==> src/sv/shbt_pkg.sv <==
// Package for the spatial hash bucket table: constants, codes and shared types.
// No dependencies.
package shbt_pkg;

    localparam int MAX_BUCKETS_DEF  = 512;
    localparam int BUCKET_DEPTH_DEF = 16;
    localparam int MAX_POINTS_DEF   = 4096;
    localparam int MAX_RESULTS      = 16;

    localparam logic [31:0] PRIME_X = 32'd73856093;
    localparam logic [31:0] PRIME_Y = 32'd19349663;
    localparam logic [31:0] PRIME_Z = 32'd83492791;
    localparam logic [9:0]  TABLE_SIZE_RESET = 10'd299;

    localparam logic [1:0] OP_CLEAR  = 2'd0;
    localparam logic [1:0] OP_INSERT = 2'd1;
    localparam logic [1:0] OP_QUERY  = 2'd2;
    localparam logic [1:0] OP_UNUSED = 2'd3;

    localparam logic [1:0] KIND_CLEAR  = 2'd0;
    localparam logic [1:0] KIND_INSERT = 2'd1;
    localparam logic [1:0] KIND_QUERY  = 2'd2;

    localparam logic [1:0] ST_OK   = 2'd0;
    localparam logic [1:0] ST_FULL = 2'd1;
    localparam logic [1:0] ST_EXH  = 2'd2;

    // controller -> datapath
    typedef struct packed {
        logic load;      // capture input item
        logic mul;       // register the three products
        logic div_init;  // start remainder
        logic div_step;  // one restoring step
        logic fill_rd;   // read bucket fill
        logic clr_step;  // clear one fill entry
        logic clr_init;  // start clear sweep
        logic ins_wr;    // write id and fill
        logic cnt_inc;   // advance point count
        logic id_rd;     // read id entry (slot counter)
        logic slot_inc;  // advance slot
        logic slot_clr;
    } t_cmd;

    // datapath -> controller
    typedef struct packed {
        logic div_done;
        logic clr_done;
        logic fill_zero;
        logic fill_full;
        logic exhausted;
        logic slot_last;
    } t_stat;

endpackage

==> src/sv/shbt_ctrl.sv <==
// Controller state machine and output register.
// Depends on shbt_pkg.
module shbt_ctrl (
    input  logic            i_clk,
    input  logic            i_rst_n,
    input  logic            i_valid,
    output logic            o_ready,
    input  logic [1:0]      i_op,
    output shbt_pkg::t_cmd  o_cmd,
    input  shbt_pkg::t_stat i_stat,
    input  logic [8:0]      i_bucket,
    input  logic [11:0]     i_id_new,
    input  logic [11:0]     i_id_rd,
    output logic            o_valid,
    input  logic            i_ready,
    output logic [1:0]      o_kind,
    output logic [8:0]      o_bucket,
    output logic [11:0]     o_vertex_id,
    output logic            o_found,
    output logic            o_last,
    output logic [1:0]      o_status
);
    import shbt_pkg::*;

    localparam logic [3:0] S_RST   = 4'd0;  // clear sweep after reset
    localparam logic [3:0] S_IDLE  = 4'd1;
    localparam logic [3:0] S_MUL   = 4'd2;
    localparam logic [3:0] S_DINIT = 4'd3;
    localparam logic [3:0] S_DIV   = 4'd4;
    localparam logic [3:0] S_FILL  = 4'd5;
    localparam logic [3:0] S_DEC   = 4'd6;
    localparam logic [3:0] S_QRD   = 4'd7;
    localparam logic [3:0] S_QOUT  = 4'd8;
    localparam logic [3:0] S_CLR   = 4'd9;
    localparam logic [3:0] S_WAIT  = 4'd10;

    logic [3:0] r_state, n_state;
    logic [1:0] r_op;
    logic r_ovalid;
    logic [1:0] r_kind, r_status;
    logic [8:0] r_bucket;
    logic [11:0] r_vid;
    logic r_found, r_last;
    logic emit;
    logic [1:0] e_kind, e_status;
    logic [11:0] e_vid;
    logic e_found, e_last, e_bkt0;
    logic out_free;

    assign out_free = !r_ovalid || i_ready;
    assign o_ready  = (r_state == S_IDLE);

    always_comb begin
        n_state = r_state;
        o_cmd = '0;
        emit = 1'b0;
        e_kind = KIND_CLEAR; e_status = ST_OK; e_vid = '0;
        e_found = 1'b0; e_last = 1'b1; e_bkt0 = 1'b0;
        case (r_state)
            S_RST: begin
                o_cmd.clr_step = !i_stat.clr_done;
                if (i_stat.clr_done) n_state = S_IDLE;
            end
            S_IDLE: begin
                if (i_valid) begin
                    o_cmd.load = 1'b1;
                    if (i_op == OP_CLEAR) begin
                        o_cmd.clr_init = 1'b1;
                        n_state = S_CLR;
                    end else if (i_op == OP_UNUSED) n_state = S_IDLE;
                    else n_state = S_MUL;
                end
            end
            S_CLR: begin
                o_cmd.clr_step = !i_stat.clr_done;
                if (i_stat.clr_done && out_free) begin
                    emit = 1'b1; e_bkt0 = 1'b1;
                    n_state = S_IDLE;
                end
            end
            S_MUL: begin
                o_cmd.mul = 1'b1;
                n_state = S_DINIT;
            end
            S_DINIT: begin
                o_cmd.div_init = 1'b1;
                n_state = S_DIV;
            end
            S_DIV: begin
                if (i_stat.div_done) n_state = S_FILL;
                else o_cmd.div_step = 1'b1;
            end
            S_FILL: begin
                o_cmd.fill_rd = 1'b1;
                o_cmd.slot_clr = 1'b1;
                n_state = S_DEC;
            end
            S_DEC: begin
                if (r_op == OP_INSERT) begin
                    if (out_free) begin
                        emit = 1'b1; e_kind = KIND_INSERT;
                        n_state = S_IDLE;
                        if (i_stat.exhausted) e_status = ST_EXH;
                        else begin
                            e_vid = i_id_new;
                            o_cmd.cnt_inc = 1'b1;
                            if (i_stat.fill_full) e_status = ST_FULL;
                            else begin
                                e_found = 1'b1;
                                o_cmd.ins_wr = 1'b1;
                            end
                        end
                    end
                end else if (i_stat.fill_zero) begin
                    if (out_free) begin
                        emit = 1'b1; e_kind = KIND_QUERY;
                        n_state = S_IDLE;
                    end
                end else begin
                    o_cmd.id_rd = 1'b1;
                    n_state = S_QOUT;
                end
            end
            S_QRD: begin
                o_cmd.id_rd = 1'b1;
                n_state = S_QOUT;
            end
            S_QOUT: begin
                if (out_free) begin
                    emit = 1'b1; e_kind = KIND_QUERY;
                    e_vid = i_id_rd; e_found = 1'b1;
                    e_last = i_stat.slot_last;
                    if (i_stat.slot_last) n_state = S_IDLE;
                    else begin
                        o_cmd.slot_inc = 1'b1;
                        n_state = S_QRD;
                    end
                end
            end
            default: n_state = S_IDLE;
        endcase
    end

    always_ff @(posedge i_clk) begin
        if (!i_rst_n) begin
            r_state  <= S_RST;
            r_ovalid <= 1'b0;
        end else begin
            r_state <= n_state;
            if (emit) r_ovalid <= 1'b1;
            else if (i_ready) r_ovalid <= 1'b0;
        end
    end

    always_ff @(posedge i_clk) begin
        if (o_cmd.load) r_op <= i_op;
        if (emit) begin
            r_kind   <= e_kind;
            r_bucket <= e_bkt0 ? 9'd0 : i_bucket;
            r_vid    <= e_vid;
            r_found  <= e_found;
            r_last   <= e_last;
            r_status <= e_status;
        end
    end

    assign o_valid     = r_ovalid;
    assign o_kind      = r_kind;
    assign o_bucket    = r_bucket;
    assign o_vertex_id = r_vid;
    assign o_found     = r_found;
    assign o_last      = r_last;
    assign o_status    = r_status;

endmodule

==> config.mk <==
export PLATFORM = sky130hd
export DESIGN_NAME = shbt_ctrl
export DESIGN_NICKNAME = d
export VERILOG_FILES = /design/src/sv/shbt_pkg.sv /design/src/sv/shbt_ctrl.sv
export SDC_FILE = /design/constraint.sdc
export NUM_CORES = 1
export LEC_CHECK = 0
export BUFFER_PORTS_ARGS = -buffer_cell sky130_fd_sc_hd__buf_2
export CORE_MARGIN = 5
export CORE_UTILIZATION = 44
export CTS_CLUSTER_SIZE = 10
export DETAILED_ROUTE_END_ITERATION = 10
export PLACE_DENSITY = 0.76
export SYNTH_ARGS = -nofsm -noshare
export SYNTH_HDL_FRONTEND = slang
export SYNTH_SLANG_ARGS = --single-unit
==> constraint.sdc <==
create_clock -name i_clk -period 3.95 [get_ports i_clk]
set_input_delay 0.79 -clock i_clk [delete_from_list [all_inputs] [get_ports i_clk]]
set_output_delay 0.79 -clock i_clk [all_outputs]
set_load 0.005 [all_outputs]
After elaboration in Yosys (flattened, before gate mapping). Index checks and enable logic that the tools add are counted.

Bits in registers: 34. Input bits: 45. Output and inout bits: 41. Logic and storage cells: 99.

Multiplexer cells: 58. Equality and inequality tests: 16. Reductions and logical operators: 12. Bitwise logic cells: 3.

Operators with widths (number): 12-bit two-way mux (4); 4-bit one-hot mux with 10 select lines (1); 4-bit two-way mux (9); 1-bit two-way mux (29); 12-bit one-hot mux with 2 select lines (1); 2-bit two-way mux (9); 4-bit by 3-bit equality test with 1-bit output, second input constant (4); 2-bit != test, second input constant (5); 4-bit by 2-bit equality test with 1-bit output, second input constant (2); 4-bit equality test, second input constant (2); 5-bit AND reduction (1); 4-bit by 1-bit equality test with 1-bit output, second input constant (1); 4-bit logical NOT (1); 1-bit one-hot mux with 2 select lines (2); 2-bit one-hot mux with 2 select lines (1); 4-bit OR reduction (1); 3-bit two-way mux (1); 1-bit inverter (3); 1-bit one-hot mux with 3 select lines (1); 3-bit AND reduction (1); 2-bit by 1-bit equality test with 1-bit output, second input constant (1); 2-bit equality test, second input constant (1); 1-bit logical NOT (2); 2-bit logical NOT (1); other kinds (5) (5).

Depth between registers and ports, before layout.
Word-level depth: 7. Gate-level depth with buffers: 7. Depth with buffers taken out: 7.

Worst setup path after synthesis. No wires, ideal clock.

Kind: input to register. Start point: in i_ready. End point: reg r_bucket[0], in the netlist o_bucket[0], enable pin. Data required time: 3.529 ns. Stages: 4. Slack: 0.667 ns. Setup time: 0.421 ns. Data arrival time: 2.862 ns. Path buffers: 1. Path through: nor2b_1 -> or4_1 -> buf_2 -> o211ai_1.

Longest elaborated chain between the ends: 5. Elaborated cells on any way between the ends: 7. Classes of those cells: mux: 5; reduce/logical: 2.

RTL lines: start, declared (RTL line shbt_ctrl.sv:15) `input logic i_ready,`; 1-bit logical OR (*) (RTL line shbt_ctrl.sv:50) `assign out_free = !r_ovalid || i_ready;`; 1-bit two-way mux (RTL line shbt_ctrl.sv:100, shbt_ctrl.sv:115, shbt_ctrl.sv:129); 1-bit two-way mux (RTL line shbt_ctrl.sv:114) `end else if (i_stat.fill_zero) begin`; 1-bit two-way mux (RTL line shbt_ctrl.sv:99) `if (r_op == OP_INSERT) begin`; 1-bit one-hot mux with 3 select lines (*) (RTL line shbt_ctrl.sv:59) `case (r_state)`; named net emit (RTL line shbt_ctrl.sv:44) `logic emit;`; end signal, assigned (RTL line shbt_ctrl.sv:159) `r_bucket <= e_bkt0 ? 9'd0 : i_bucket;`; end, declared (RTL line shbt_ctrl.sv:41) `logic [8:0] r_bucket;`.

The timed path passes the listed nets; every way through them passes the cells marked *. A chain may end at the register's enable or synchronous reset.

==> results.yml <==
floorplan:
  rows: 22
  die_h_um: 70.8
  design.die.area_um2: 5010
  core_area_um2: 3610
  die_w_um: 70.8
  io_pins: 86
  start_util_pct: 45.0
detailed_routing:
  drt_pass1_iterations: 4
  wl_per_cell_um: 14.1
  dr.first_iter.drc_count: 55
  detail-route-antenna-nets: 0
  wl_um: 3820
  drc_errors: 0
  num_vias: 1365
  drt-vias-per-instance: 5.04
synthesis:
  yosysTopAreaCellShare_pct: 53.6
  synth_area_leaders: "edfxtp_1 54%, a22o_1 6.5%, dfxtp_1 6.2%"
  synth_top_area_cell: "edfxtp_1"
  synth_edf_count: 29
  ys_ff_latch: 34
  synth_commonest_cells: "29 x edfxtp_1, 12 x a22o_1, 12 x and2_1"
  ys_warn_count: 0
  syn_nets: 181
  async_reset_ff_share_pct: 0
  yosysMostFrequentCell: "edfxtp_1"
  syn_inst: 135
  ys.flop_type: "edfxtp_1"
  yosysSeqAreaShare_pct: 59.8
  syn_area_um2: 1620
  synth_cell_types: 36
  syn_area_per_cell_um2: 12.0
critical_path:
  r2r_start: "r_state[3]"
  r2r_end: "o_vertex_id[7]"
  cp_max_fo: 12
  end_kind: "output pin"
  rrSetupSlack_ns: 1.66
  crit_required_ns: 3.16
  cp.arrival_ns: 2.16
  worstRegToRegCells: 3
  startpoint_type: "flop"
  crit_type: "flop to output pin"
placed_design:
  hpwl_um: 2960
  io_buffers: 85
  place_area_um2: 2090
  place_congestion: 0.888
  pre_cts_slack_ns: 1.07
  dp_cells: 263
sta:
  setup_viol: 0
  rsz0062_at_grt: "false"
  drv_slew: 0
  period_needed_ns: 2.95
  tns_ns: 0
  tightest_slew_ns: 0.920
  post-route-period-util_pct: 74.7
  fmax_mhz: 339
  slew_headroom_pct: 38.5
  hold_viol: 0
  fin_skew_ns: 0.00747
  layout_setup_ws_ns: 0.997
pwr:
  pwr-share-comb_pct: 24.8
  switchingPower_mw: 0.276
  switching_share_pct: 28.3
  p_int_mw: 0.700
  pwr-share-seq_pct: 51.3
  vdd_drop_max_v: 0.000181
  power_per_cell_area_nw_per_um2: 450
  power_mw: 0.976
  pwr-share-clk_pct: 23.8
  leakage_nw: 0.959
clocking:
  postCtsSetupBuffers: 0
  cts_made_buffers: 5
  cts_resized: 0
  clockRootBuffer: "clkbuf_8"
  cts.path.max_buffers: 2
  cts_tree: "yes"
  cts_sinks: 34
  clk_latency_ns: 0.27
  htree_num_levels: 2
  holdBufCountCts: 0
  clk_pin_slew_ns: 0.07
global_routing:
  grt_pass1_wl_um: 6310
  grt_max_degree: 18
  grt_pass1_vias: 1338
  grt.overflow.total: 0
  grtUsageTotal_pct: 15.8
  antenna_found_initial: 0
run:
  maxCapViolations: 0
finish:
  fin_cells: 271
  fin_area_um2: 2170
  area_delta_synth_final_pct: 33.5
  drive_gt1_share_pct: 43.5
  fin_nets: 268
  n_antenna_cell: 0
worst_hold_path:
  hp-class: "flop to flop"
  worstHoldStart: "o_valid"
  hold_path_depth: 2
  hold_path_end: "o_valid"
outcome:
  status: "complete, no violations"
worst max path at each step:
stage,end,cells past startpoint,from
final,o_cmd[4],4,r_state[2]
after global routing,o_cmd[4],4,r_state[2]
after CTS,o_cmd[4],4,r_state[2]
after detailed placement,o_cmd[4],5,i_ready
after global placement,o_cmd[4],5,i_ready
after floorplan,o_bucket[0],4,i_ready
state kept, by name (all words and copies together), names as in the netlist:
signal	flops
o_status	2
o_last	1
r_state	4
o_bucket	9
o_found	1
o_kind	2
o_valid	1
r_op	2
o_vertex_id	12
critical path: stages (launching register included):
cell and delay (ns):
dfxtp_1 0.54, inv_1 0.15, or4_1 0.69, nor4_1 0.32, buf_2 0.18
through the flow:
| step | util (%) | hold slack (ns) |
|---|---|---|
| final | 60.1 | 0.695 |
| after global routing | 60.1 | 0.692 |
| after CTS | 60.1 | 0.696 |
| after detailed placement | 57.9 | 0.690 |
| after global placement | 57.9 | 0.668 |
| after floorplan | - | 0.659 |
power groups by stage:
stage | combinational (mW) | clock [mW] | sequential (mW)
2_1_floorplan | 0.140 | 0 | 0.502
3_3_place_gp | 0.242 | 0 | 0.506
3_5_place_dp | 0.243 | 0 | 0.509
4_1_cts | 0.245 | 0.241 | 0.501
5_1_grt | 0.271 | 0.260 | 0.510
6_report | 0.242 | 0.232 | 0.501
cells in the final DEF (no fill, tap or decap), types with 2 or more instances in the layout:
| master | count |
|---|---|
| o21a_1 | 2 |
| a22o_1 | 12 |
| and2_1 | 12 |
| and4_1 | 2 |
| dfxtp_1 | 5 |
| nor2_1 | 8 |
| o21ai_0 | 7 |
| nor3_1 | 6 |
| clkbuf_8 | 5 |
| nand2_1 | 3 |
| nand3_1 | 2 |
| nand2b_1 | 4 |
| mux2_2 | 2 |
| a21boi_0 | 2 |
| buf_4 | 3 |
| inv_1 | 6 |
| a211oi_1 | 2 |
| nor4_1 | 3 |
| or3_1 | 4 |
| a21oi_1 | 2 |
| edfxtp_1 | 29 |
| buf_2 | 85 |
| nor2b_1 | 2 |
final cells by class:
type                            instances  area (um2)
Clock buffer                            6        72.6
Clock inverter                          2        8.76
Fill cell                             315        1440
Inverter                                6        22.5
Multi-Input combinational cell         87         586
Sequential cell                        34         971
Tap cell                               48        60.1
Timing Repair Buffer                   88         448
layer usage:
metal | up-vias | global-route usage [%] | part of all wire [%] | wire (um)
met5 | - | 0 | 0 | 0
met4 | 0 | 4.38 | 0.31 | 12
met3 | 2 | 6.11 | 10 | 399
met2 | 62 | 24.9 | 45 | 1710
met1 | 615 | 20.4 | 44 | 1700
li1 | 686 | - | - | -
cells by family (layout without fill, tap and decap cells):
group,count (synthesis),in the layout,share of synthesized area (%)
AND/OR/NAND/NOR,52,52,19.2
flip-flops,34,34,59.8
AO/OA/AOI/OAI,31,31,14.2
buffers and inverters,14,102,4.16
multiplexers,2,2,1.39
adder cells (fa/ha/maj),1,1,0.770
XOR/XNOR,1,1,0.539
No activity file was read; power rests on OpenSTA's default activity.
